[config.mk]
export PLATFORM = sky130hd
export DESIGN_NAME = epoch_to_calendar_converter
export DESIGN_NICKNAME = d
export VERILOG_FILES = /design/src/hdl/e2c_pkg.sv /design/src/hdl/e2c_split.sv /design/src/hdl/e2c_date.sv /design/src/hdl/epoch_to_calendar_converter.sv
export VERILOG_INCLUDE_DIRS = /design/src /design/src/hdl
export SDC_FILE = /design/constraint.sdc
export NUM_CORES = 2
export LEC_CHECK = 0
export BUFFER_PORTS_ARGS = -buffer_cell sky130_fd_sc_hd__buf_2
export CAP_MARGIN = 5
export CORE_AREA = 2 2 273 275
export CTS_BUF_LIST = sky130_fd_sc_hd__clkbuf_16
export CTS_CLUSTER_SIZE = 30
export DETAILED_ROUTE_END_ITERATION = 10
export DIE_AREA = 0 0 275 277
export GPL_TIMING_DRIVEN = 0
export MAX_ROUTING_LAYER = met4
export PLACE_DENSITY = 0.79
export SLEW_MARGIN = 10
export SYNTH_ARGS = -nofsm -noshare
export SYNTH_HDL_FRONTEND = slang
export SYNTH_SLANG_ARGS = --single-unit
[constraint.sdc]
create_clock -name clk_i -period 13.8 [get_ports clk_i]
set_clock_uncertainty 0.1 [all_clocks]
set_input_delay 2.76 -clock clk_i [delete_from_list [all_inputs] [get_ports clk_i]]
set_output_delay 2.76 -clock clk_i [all_outputs]
set_load 0.01 [all_outputs]
[src/hdl/assert_macros.svh]
// assertion helper macros
`ifndef ASSERT_MACROS_SVH
`define ASSERT_MACROS_SVH
// implication checked every cycle outside reset
`define ASSERT_IMPL(label, clk, rst_n, ante, cons) \
  label: assert property (@(posedge clk) disable iff (!(rst_n)) (ante) |-> (cons)) \
    else $error("assertion failed");
// next-cycle implication outside reset
`define ASSERT_NEXT(label, clk, rst_n, ante, cons) \
  label: assert property (@(posedge clk) disable iff (!(rst_n)) (ante) |=> (cons)) \
    else $error("assertion failed");
`endif

[src/hdl/e2c_pkg.sv]
// ----------------------------------------------------------------------------
// e2c_pkg
// shared types and constants of the epoch to calendar converter
// ----------------------------------------------------------------------------
`default_nettype none
package e2c_pkg;
  localparam int unsigned EpochBits = 32;
  localparam int unsigned DayBits   = 16;
  localparam int unsigned SodBits   = 17;

  // time-of-day stage payload
  typedef struct packed {
    logic [5:0] second;
    logic [5:0] minute;
    logic [4:0] hour;
    logic [2:0] weekday;
  } tod_t;

  // date breakdown
  typedef struct packed {
    logic [11:0] year;
    logic [8:0]  day_of_year;
    logic [3:0]  month;
    logic [4:0]  day_of_month;
  } date_t;

  // only 2100 is a non-leap century within 1970..2106
  function automatic logic is_leap(input logic [11:0] y);
    return (y[1:0] == 2'b00) && (y != 12'd2100);
  endfunction
endpackage
`default_nettype wire

[src/hdl/e2c_split.sv]
// ----------------------------------------------------------------------------
// e2c_split
// splits seconds into day count and time of day over four stages
// ----------------------------------------------------------------------------
`default_nettype none
`include "assert_macros.svh"
module e2c_split (
  input  logic                           clk_i,
  input  logic                           rst_ni,
  input  logic                           en_i,
  input  logic                           vld_i,
  input  logic [e2c_pkg::EpochBits-1:0] secs_i,
  output logic                           vld_o,
  output logic [e2c_pkg::DayBits-1:0]   days_o,
  output e2c_pkg::tod_t                  tod_o
);
  // stage a: day count by reciprocal multiply (floor(t/86400) = t*k >> 48)
  logic        va_q, vb_q, vc_q, vd_q;
  logic [63:0] day_prod;
  logic [e2c_pkg::DayBits-1:0] da_d, da_q, db_q, dc_q, dd_q;
  logic [e2c_pkg::SodBits-1:0] ta_q;

  assign day_prod = 64'(secs_i) * 64'd3257812231;
  assign da_d     = day_prod[63:48];

  // stage b: seconds of the day from the low bits, weekday quotient (days+4)/7
  logic [32:0] day_base;
  logic [16:0] dplus;
  logic [35:0] wk_prod;
  logic [e2c_pkg::SodBits-1:0] sodb_d, sodb_q;
  logic [12:0] wqb_d, wqb_q;
  logic [16:0] wpb_q;

  assign day_base = 33'(da_q) * 33'd86400;
  assign sodb_d   = ta_q - day_base[e2c_pkg::SodBits-1:0];
  assign dplus    = {1'b0, da_q} + 17'd4;
  assign wk_prod  = 36'(dplus) * 36'd74899;
  assign wqb_d    = wk_prod[31:19];

  // stage c: hour and minute of day in parallel, weekday remainder
  logic [35:0] hr_prod;
  logic [35:0] mt_prod;
  logic [4:0]  hrc_d, hrc_q;
  logic [10:0] mtc_d, mtc_q;
  logic [2:0]  wdc_d, wdc_q;
  logic [e2c_pkg::SodBits-1:0] sodc_q;

  assign hr_prod = 36'(sodb_q) * 36'd37283;
  assign hrc_d   = hr_prod[31:27];
  assign mt_prod = 36'(sodb_q) * 36'd139811;
  assign mtc_d   = mt_prod[33:23];
  assign wdc_d   = 3'(wpb_q - 17'(wqb_q) * 17'd7);

  // stage d: second and minute
  logic [5:0] sec_d;
  logic [5:0] min_d;
  e2c_pkg::tod_t tod_q;

  assign sec_d = 6'(sodc_q - 17'(mtc_q) * 17'd60);
  assign min_d = 6'(mtc_q - 11'(hrc_q) * 11'd60);

  always_ff @(posedge clk_i or negedge rst_ni) begin
    if (!rst_ni) begin
      va_q <= 1'b0;
      vb_q <= 1'b0;
      vc_q <= 1'b0;
      vd_q <= 1'b0;
    end else if (en_i) begin
      va_q <= vld_i;
      vb_q <= va_q;
      vc_q <= vb_q;
      vd_q <= vc_q;
    end
  end

  always_ff @(posedge clk_i) begin
    if (en_i) begin
      ta_q   <= secs_i[e2c_pkg::SodBits-1:0];
      da_q   <= da_d;
      db_q   <= da_q;
      sodb_q <= sodb_d;
      wqb_q  <= wqb_d;
      wpb_q  <= dplus;
      dc_q   <= db_q;
      sodc_q <= sodb_q;
      hrc_q  <= hrc_d;
      mtc_q  <= mtc_d;
      wdc_q  <= wdc_d;
      dd_q   <= dc_q;
      tod_q  <= '{second: sec_d, minute: min_d, hour: hrc_q, weekday: wdc_q};
    end
  end

  assign vld_o  = vd_q;
  assign days_o = dd_q;
  assign tod_o  = tod_q;

  `ASSERT_IMPL(a_sod_range, clk_i, rst_ni, vb_q, sodb_q < 17'd86400)
  `ASSERT_IMPL(a_hour_range, clk_i, rst_ni, vd_q, tod_q.hour < 5'd24)
  `ASSERT_IMPL(a_min_range, clk_i, rst_ni, vd_q, tod_q.minute < 6'd60)
  `ASSERT_IMPL(a_sec_range, clk_i, rst_ni, vd_q, tod_q.second < 6'd60)
  `ASSERT_IMPL(a_wday_range, clk_i, rst_ni, vd_q, tod_q.weekday < 3'd7)
endmodule
`default_nettype wire

[src/hdl/e2c_date.sv]
// ----------------------------------------------------------------------------
// e2c_date
// day count to year, day of year, month and day of month over three stages
// ----------------------------------------------------------------------------
`default_nettype none
`include "assert_macros.svh"
module e2c_date (
  input  logic                         clk_i,
  input  logic                         rst_ni,
  input  logic                         en_i,
  input  logic                         vld_i,
  input  logic [e2c_pkg::DayBits-1:0] days_i,
  input  e2c_pkg::tod_t                tod_i,
  output logic                         vld_o,
  output e2c_pkg::tod_t                tod_o,
  output e2c_pkg::date_t               date_o
);
  // stage 1: four-year-cycle estimate floor((4*days+2)/1461), exact up to
  // 2100-02-28 and at most one low after that
  logic        v1_q, v2_q, v3_q;
  logic [7:0]  yo_d;
  logic [7:0]  yo1_q;
  logic [15:0] d1_q;
  e2c_pkg::tod_t t1_q, t2_q, t3_q;
  logic [17:0] yx;
  logic [37:0] yprod;
  assign yx    = {days_i, 2'b10};
  assign yprod = 38'(yx) * 38'd734937;
  assign yo_d  = yprod[37:30];

  // stage 2: days before the estimated year, correct up by one
  logic [7:0]  yo_n;
  logic [16:0] pre_cur, pre_next;
  logic [11:0] year_d;
  logic [8:0]  yday_d;
  logic [11:0] y2_q;
  logic [8:0]  yd2_q;

  // days in 1970..1970+yo-1: leap years every fourth year but 2100
  function automatic logic [16:0] days_before(input logic [7:0] yo);
    logic [8:0]  yo_p1;
    logic [16:0] r;
    yo_p1 = {1'b0, yo} + 9'd1;
    r = 17'(yo) * 17'd365 + 17'(yo_p1 >> 2)
      - ((yo >= 8'd131) ? 17'd1 : 17'd0);
    return r;
  endfunction

  always_comb begin
    yo_n     = yo1_q + 8'd1;
    pre_cur  = days_before(yo1_q);
    pre_next = days_before(yo_n);
    if ({1'b0, d1_q} >= pre_next) begin
      year_d = 12'd1970 + 12'(yo_n);
      yday_d = 9'({1'b0, d1_q} - pre_next);
    end else begin
      year_d = 12'd1970 + 12'(yo1_q);
      yday_d = 9'({1'b0, d1_q} - pre_cur);
    end
  end

  // stage 3: month search over cumulative table
  logic        leap;
  logic [3:0]  mon;
  logic [8:0]  mstart;
  logic [8:0]  cum;
  logic [8:0]  cum_tab [12];
  e2c_pkg::date_t date_q;

  always_comb begin
    leap = e2c_pkg::is_leap(y2_q);
    cum_tab[0]  = 9'd0;
    cum_tab[1]  = 9'd31;
    cum_tab[2]  = 9'd59;
    cum_tab[3]  = 9'd90;
    cum_tab[4]  = 9'd120;
    cum_tab[5]  = 9'd151;
    cum_tab[6]  = 9'd181;
    cum_tab[7]  = 9'd212;
    cum_tab[8]  = 9'd243;
    cum_tab[9]  = 9'd273;
    cum_tab[10] = 9'd304;
    cum_tab[11] = 9'd334;
    mon    = 4'd0;
    mstart = 9'd0;
    for (int m = 0; m < 12; m++) begin
      cum = cum_tab[m] + ((leap && m >= 2) ? 9'd1 : 9'd0);
      if (yd2_q >= cum) begin
        mon    = 4'(m);
        mstart = cum;
      end
    end
  end

  always_ff @(posedge clk_i or negedge rst_ni) begin
    if (!rst_ni) begin
      v1_q <= 1'b0;
      v2_q <= 1'b0;
      v3_q <= 1'b0;
    end else if (en_i) begin
      v1_q <= vld_i;
      v2_q <= v1_q;
      v3_q <= v2_q;
    end
  end

  always_ff @(posedge clk_i) begin
    if (en_i) begin
      yo1_q  <= yo_d;
      d1_q   <= days_i;
      t1_q   <= tod_i;
      y2_q   <= year_d;
      yd2_q  <= yday_d;
      t2_q   <= t1_q;
      t3_q   <= t2_q;
      date_q <= '{year: y2_q, day_of_year: yd2_q, month: mon + 4'd1,
                  day_of_month: 5'(yd2_q - mstart) + 5'd1};
    end
  end

  assign vld_o  = v3_q;
  assign tod_o  = t3_q;
  assign date_o = date_q;

  `ASSERT_IMPL(a_yday_range, clk_i, rst_ni, v2_q, yd2_q < 9'd366)
  `ASSERT_IMPL(a_month_range, clk_i, rst_ni, v3_q, date_q.month >= 4'd1 && date_q.month <= 4'd12)
endmodule
`default_nettype wire

[src/hdl/epoch_to_calendar_converter.sv]
// ----------------------------------------------------------------------------
// epoch_to_calendar_converter
// unix seconds to gregorian calendar breakdown
// ----------------------------------------------------------------------------
// Seven-stage pipeline: one transfer may enter every cycle while the output
// is not stalled; the stage count comes from giving each constant reciprocal
// multiply for day, time of day and year a stage of its own. A stall on the
// output freezes the whole pipeline, and input is taken whenever the output
// is empty or being taken.
`default_nettype none
module epoch_to_calendar_converter (
  input  logic                           clk_i,
  input  logic                           rst_ni,
  input  logic                           s_axis_tvalid,
  output logic                           s_axis_tready,
  input  logic [e2c_pkg::EpochBits-1:0] s_axis_tdata,   // epoch_seconds
  output logic                           m_axis_tvalid,
  input  logic                           m_axis_tready,
  // second, minute, hour, weekday, year, day_of_year, month, day_of_month
  output logic [55:0]                    m_axis_tdata
);
  logic en;
  logic vs, vd;
  logic [e2c_pkg::DayBits-1:0] days;
  e2c_pkg::tod_t  tods, todd;
  e2c_pkg::date_t date;

  assign en            = m_axis_tready || !vd;
  assign s_axis_tready = en;

  e2c_split u_split (
    .clk_i(clk_i), .rst_ni(rst_ni), .en_i(en), .vld_i(s_axis_tvalid),
    .secs_i(s_axis_tdata), .vld_o(vs), .days_o(days), .tod_o(tods)
  );

  e2c_date u_date (
    .clk_i(clk_i), .rst_ni(rst_ni), .en_i(en), .vld_i(vs), .days_i(days),
    .tod_i(tods), .vld_o(vd), .tod_o(todd), .date_o(date)
  );

  assign m_axis_tvalid = vd;
  assign m_axis_tdata  = {6'd0, date.day_of_month, date.month, date.day_of_year,
                          date.year, todd.weekday, todd.hour, todd.minute,
                          todd.second};
endmodule
`default_nettype wire

---- Word-level counts from Yosys, hierarchy flattened ----
Cells that the tools add are included.
storage, ports and cells
  register bits ........................... 301
  logic and storage cells ................. 129
cells by class
  add/sub/neg operators ................... 29
  multipliers ............................. 11
  $lt $le $gt $ge ......................... 14
  equality and inequality tests ........... 1
  multiplexer cells ....................... 27
  reductions and logical operators ........ 4
operator list
  operator                                                   number
  greater-or-equal comparator 9 bit                          10
  multiplier 32 x 32 -> 64 bit (second input constant)       1
  2-to-1 mux 5 bit                                           11
  2-to-1 mux 4 bit                                           10
  multiplier 17 x 20 -> 37 bit (second input constant)       1
  adder 8 x 1 -> 9 bit (first input constant)                4
  multiplier 17 x 18 -> 34 bit (second input constant)       1
  multiplier 17 x 16 -> 32 bit (second input constant)       1
  multiplier 17 x 17 -> 32 bit (second input constant)       1
  adder 9 x 1 -> 9 bit (first input constant)                3
  subtractor 9 bit                                           3
  adder 11 x 8 -> 12 bit (first input constant)              2
  adder 8 x 1 -> 9 bit (second input constant)               2
  adder 16 x 3 -> 17 bit (second input constant)             1
  adder 17 x 7 -> 17 bit                                     1
  greater-or-equal comparator 16 x 17 -> 1 bit               1
  multiplier 8 x 9 -> 17 bit (second input constant)         1
  subtractor 17 x 1 -> 17 bit                                1
  subtractor 17 bit                                          1
  adder 7 x 1 -> 8 bit (first input constant)                2
  greater-or-equal comparator 8 bit (second input constant)  2
  multiplier 16 x 10 -> 10 bit (second input constant)       1
  multiplier 13 x 3 -> 3 bit (second input constant)         1
  2-to-1 mux 12 bit                                          1
  other kinds (19)                                           23

---- Logic depth before layout (Yosys ltp) ----
  depth after elaboration ................. 17
  mapped depth ............................ 38
  mapped depth without buffers ............ 37

---- By module ----
Synthesis repeated with hierarchy kept, for this count alone.
unflattened totals
  cell total of the unflattened synthesis .. 3838
  area, all modules ....................... 43075.1 µm²
modules (own cells, without submodules)
  module                       instances  cells each  area each (µm²)  seq. area each (µm²)
  e2c_split                    1          2587        28653.7          4364.2
  e2c_date                     1          1243        14366.3          4129.0
  epoch_to_calendar_converter  1          8           55.1             0.0

---- Worst setup path after synthesis ----
OpenSTA, ideal clock, no wires.
  path type ............................... input to output
  start point ............................. input port m_axis_tready
  end point ............................... output port s_axis_tready
  arrival time ............................ 10.615 ns
  path slack .............................. 0.325 ns
  stages .................................. 2
  path buffers ............................ 1
  cell sequence ........................... nand2b_1 > clkbuf_1
between the ends
  word-level cells in the longest chain between the ends .. 1
RTL lines
  element             line                               source
  start: declaration  epoch_to_calendar_converter.sv:18  input logic m_axis_tready,
  logical OR 1 bit    epoch_to_calendar_converter.sv:28  assign en = m_axis_tready || !vd;
  end: declaration    epoch_to_calendar_converter.sv:15  output logic s_axis_tready,
Every way passes these cells.

---- Final worst setup path ----
  start point ............................. input port s_axis_tdata[4] (netlist bit)
  end point ............................... register u_split.da_q[9] (netlist bit) (data pin)
between the ends
  word-level cells in the longest chain between the ends .. 1
RTL lines
  element                         line                               source
  start: declaration              epoch_to_calendar_converter.sv:16  input logic [e2c_pkg::EpochBits-1:0] s_axis_tdata,
  multiplier 32 x 32 -> 64 bit    e2c_split.sv:23                    assign day_prod = 64'(secs_i) * 64'd3257812231;
  named net u_split.day_prod[57]  e2c_split.sv:19                    logic [63:0] day_prod;
  end signal: assignment          e2c_split.sv:79                    da_q <= da_d;
  end: declaration                e2c_split.sv:20                    logic [e2c_pkg::DayBits-1:0] da_d, da_q, db_q, dc_q, dd_q;
The timed path passes the listed nets, and every way through them passes these cells.
A chain may end at the register's enable or synchronous reset.

==> impl_metrics.prom <==
# TYPE chip_impl_metric gauge
chip_impl_metric{name="area_delta_synth_final",unit="%"} 6.36
chip_impl_metric{name="placementRows",unit=""} 100
chip_impl_metric{name="fp.dieArea",unit="mm2"} 0.0762
chip_impl_metric{name="route.detailed.drc",unit=""} 0
chip_impl_metric{name="synthArstFlopShare",unit=""} 0.0246
chip_impl_metric{name="grt_max_degree",unit=""} 64
chip_impl_info{name="kind_of_end_point_of_the_critical_path",value="flop"} 1
chip_impl_metric{name="num_antenna_cells",unit=""} 0
chip_impl_metric{name="routabilityCongestion",unit=""} 0.990
chip_impl_info{name="final_common_cell",value="inv_1"} 1
chip_impl_metric{name="synth_edf_count",unit=""} 277
chip_impl_metric{name="cts_hold_buf",unit=""} 0
chip_impl_metric{name="cts_made_buffers",unit=""} 29
chip_impl_metric{name="synth.ff_latch_count",unit=""} 284
chip_impl_metric{name="post_route_cells_drive_above_1_share",unit=""} 0.0450
chip_impl_info{name="cts-root-buf",value="clkbuf_16"} 1
chip_impl_info{name="worst-setup-path-type",value="in2reg"} 1
chip_impl_metric{name="wire_per_inst",unit="um"} 17.9
chip_impl_info{name="tritoncts",value="built"} 1
chip_impl_info{name="rsz_0062_raised_after_global_routing",value="no"} 1
chip_impl_metric{name="initial_core_util",unit=""} 0.593
chip_impl_metric{name="mappedNetlistArea",unit="mm2"} 0.0436
chip_impl_metric{name="average_instance_area_after_synthesis",unit="um2"} 11.1
chip_impl_metric{name="dp.final_hpwl",unit="mm"} 77.3
chip_impl_metric{name="cts_sinks",unit=""} 284
chip_impl_metric{name="cp_data_required_time",unit="ns"} 14.04
chip_impl_metric{name="design.final.nets",unit=""} 5732
chip_impl_metric{name="worst_setup_slack_after_placement",unit="ns"} 3.14
chip_impl_metric{name="grt_pass1_vias",unit=""} 30059
chip_impl_metric{name="floorplan.die.height",unit="um"} 277
chip_impl_metric{name="grt_pass1_wl",unit="mm"} 152
chip_impl_metric{name="final_critical_path_setup_slack",unit="ns"} 3.67
chip_impl_metric{name="setup-tns-final",unit="ns"} 0
chip_impl_metric{name="clkLatencyLatePin",unit="ns"} 0.60
chip_impl_metric{name="synth_sequential_area_ratio",unit=""} 0.195
chip_impl_metric{name="drt.antenna.violating_nets",unit=""} 0
chip_impl_info{name="hold_class",value="reg2reg"} 1
chip_impl_metric{name="final-seq-area",unit="mm2"} 0.00849
chip_impl_metric{name="gr-usage-all-layers",unit=""} 0.259
chip_impl_metric{name="timing.fmax",unit="MHz"} 98.7
chip_impl_metric{name="final-setup-viol-count",unit=""} 0
chip_impl_metric{name="post_cts.resized_instances",unit=""} 0
chip_impl_metric{name="port-buffer-count",unit=""} 87
chip_impl_metric{name="report.final.slew_viol_count",unit=""} 0
chip_impl_info{name="ys.flop_type",value="edfxtp_1"} 1
chip_impl_metric{name="drt_first_iter_violations",unit=""} 1388
chip_impl_info{name="outcome",value="completed"} 1
chip_impl_metric{name="first_pass_iters",unit=""} 5
chip_impl_metric{name="grt_overflow",unit=""} 0
chip_impl_metric{name="hold_viol_final",unit=""} 0
chip_impl_metric{name="relSlewSlack",unit=""} 0.246
chip_impl_info{name="cp-start-kind",value="input pin"} 1
chip_impl_metric{name="instances_no_fill",unit=""} 5062
chip_impl_metric{name="core_region_area",unit="mm2"} 0.0736
chip_impl_metric{name="vias",unit=""} 27600
chip_impl_metric{name="numPlacedInstances",unit=""} 5008
chip_impl_metric{name="clk_pin_slew_worst_paths",unit="ns"} 0.07
chip_impl_metric{name="final_min_period_over_clock_period",unit=""} 0.734
chip_impl_metric{name="clockBufferDepth",unit=""} 3
chip_impl_metric{name="timing_worst_slew_pin_value",unit="ns"} 1.12
chip_impl_metric{name="critPathMaxFanout",unit=""} 12
chip_impl_info{name="layout_common_cells",value="inv_1 (1061), ha_1 (1029), fa_1 (597)"} 1
chip_impl_metric{name="period_needed",unit="ns"} 10.13
chip_impl_metric{name="post_cts.repair.setup_buffers",unit=""} 0
chip_impl_metric{name="ctsHtreeMaxLevel",unit=""} 1
chip_impl_metric{name="dieWidth",unit="um"} 275
chip_impl_metric{name="hold_slack",unit="ns"} 0.311
chip_impl_metric{name="i_o_pin_count",unit=""} 94
chip_impl_metric{name="critical_path_arrival",unit="ns"} 10.37
chip_impl_metric{name="maxCapViolations",unit=""} 0
chip_impl_metric{name="detail_route.wirelength",unit="mm"} 90.9
chip_impl_metric{name="vias_per_cell",unit=""} 5.45
chip_impl_metric{name="nFillCells",unit=""} 5775
chip_impl_metric{name="antenna_found_initial",unit=""} 0
chip_impl_metric{name="multiInputGateArea",unit="mm2"} 0.0311
chip_impl_metric{name="number_of_distinct_library_cell_variants_in_the_gate_level_netlist_after_synthesis",unit=""} 79
chip_impl_metric{name="yosys_warnings",unit=""} 0
chip_impl_metric{name="synth_cells",unit=""} 3942
==> worst max-delay path: stages <==
cell and delay (ns):
buf_2 0.37, ha_1 0.34, ha_1 0.28, inv_1 0.06, fa_1 0.50, inv_1 0.06, fa_1 0.53, inv_1 0.06
fa_1 0.50, fa_1 0.54, inv_1 0.06, fa_1 0.50, fa_1 0.49, ha_1 0.43, nand4_1 0.20, nor4_1 0.84
nor3b_1 0.42, nand2_1 0.13, o21ai_1 0.34, a2111oi_0 0.21, o31ai_1 0.44, a21oi_1 0.14, xnor2_1 0.14
==> synth_stat cells (31+ instances only) <==
cell type	n	share of area
nand3_1	35	0.0040
ha_1	1029	0.30
xor2_1	37	0.0074
nor2_1	70	0.0060
inv_1	1056	0.091
nor3_1	31	0.0036
a21o_1	76	0.013
edfxtp_1	277	0.19
nand2_1	76	0.0065
a21oi_1	137	0.016
o21ai_0	63	0.0072
xnor2_1	130	0.026
fa_1	597	0.27
==> area by class of cell <==
cell class              count  share of cell area
clock inverters            25             0.00518
flip-flops and latches    284               0.183
multi-input cells        2585               0.670
inverters                1058              0.0856
well taps                 969              0.0261
plain buffers              20             0.00218
repair buffers             92              0.0120
clock buffers              29              0.0156
==> kinds of logic (layout without fill, tap and decap cells) <==
group | count (synthesis) | after routing | synth area share
AOI/OAI and AO/OA | 445 | 445 | 0.0675
xor gates and xnor gates | 170 | 170 | 0.0346
adders and majority gates | 1626 | 1626 | 0.569
buffers and inverters | 1078 | 1224 | 0.0933
DFF | 284 | 284 | 0.195
muxes | 12 | 12 | 0.00313
other | 1 | 6 | 0.0000860
and+or+nand+nor | 326 | 326 | 0.0376
==> flip-flops by register name (all words and copies together) (netlist names), 5 cells and up <==
register and cells:
u_split.mtc_q 6, u_date.yo1_q 8, u_split.tod_o 20, u_split.sodb_q 17, u_split.dc_q 16, u_date.t1_q 20, u_date.y2_q 12, u_date.yd2_q 9
u_split.sodc_q 6, u_split.days_o 16, u_date.date_o 30, u_date.t2_q 20, u_split.ta_q 17, u_date.d1_q 16, u_split.hrc_q 5, u_split.db_q 14
u_date.tod_o 20, u_split.da_q 16
==> through the flow <==
| step | utilization | area (um2) |
|---|---|---|
| 2_1_floorplan | - | 43600 |
| 3_3_place_gp | 0.616 | 45300 |
| 3_5_place_dp | 0.617 | 45400 |
| 4_1_cts | 0.631 | 46400 |
| 5_1_grt | 0.631 | 46400 |
| 6_report | 0.631 | 46400 |
==> final timing paths <==
path	from	endpoint	slack (ns)	cells past startpoint
max	s_axis_tdata[4]	u_split.da_q[9]	3.67	23
min	u_date.t1_q[19]	u_date.t2_q[19]	0.31	0
max reg2reg	u_date.yo1_q[0]	u_date.y2_q[7]	3.84	35
min reg2reg	u_date.t1_q[19]	u_date.t2_q[19]	0.31	0
max in group asynchronous	rst_ni	u_date.vld_o	11.53	1
min in group asynchronous	rst_ni	u_split.va_q	1.91	1
==> per-layer routing <==
| layer | global-route usage | vias to the layer above | part of all wire |
|---|---|---|---|
| met5 | - | - | 0 |
| li1 | - | 13164 | - |
| met1 | 0.315 | 13677 | 0.41 |
| met3 | 0.0212 | 171 | 0.037 |
| met4 | 0.0776 | 0 | 0.033 |
| met2 | 0.457 | 588 | 0.52 |
Power is left out: the tool's default activity adds up to more than one toggle a clock period on the data nets, which glitch-free logic cannot reach.
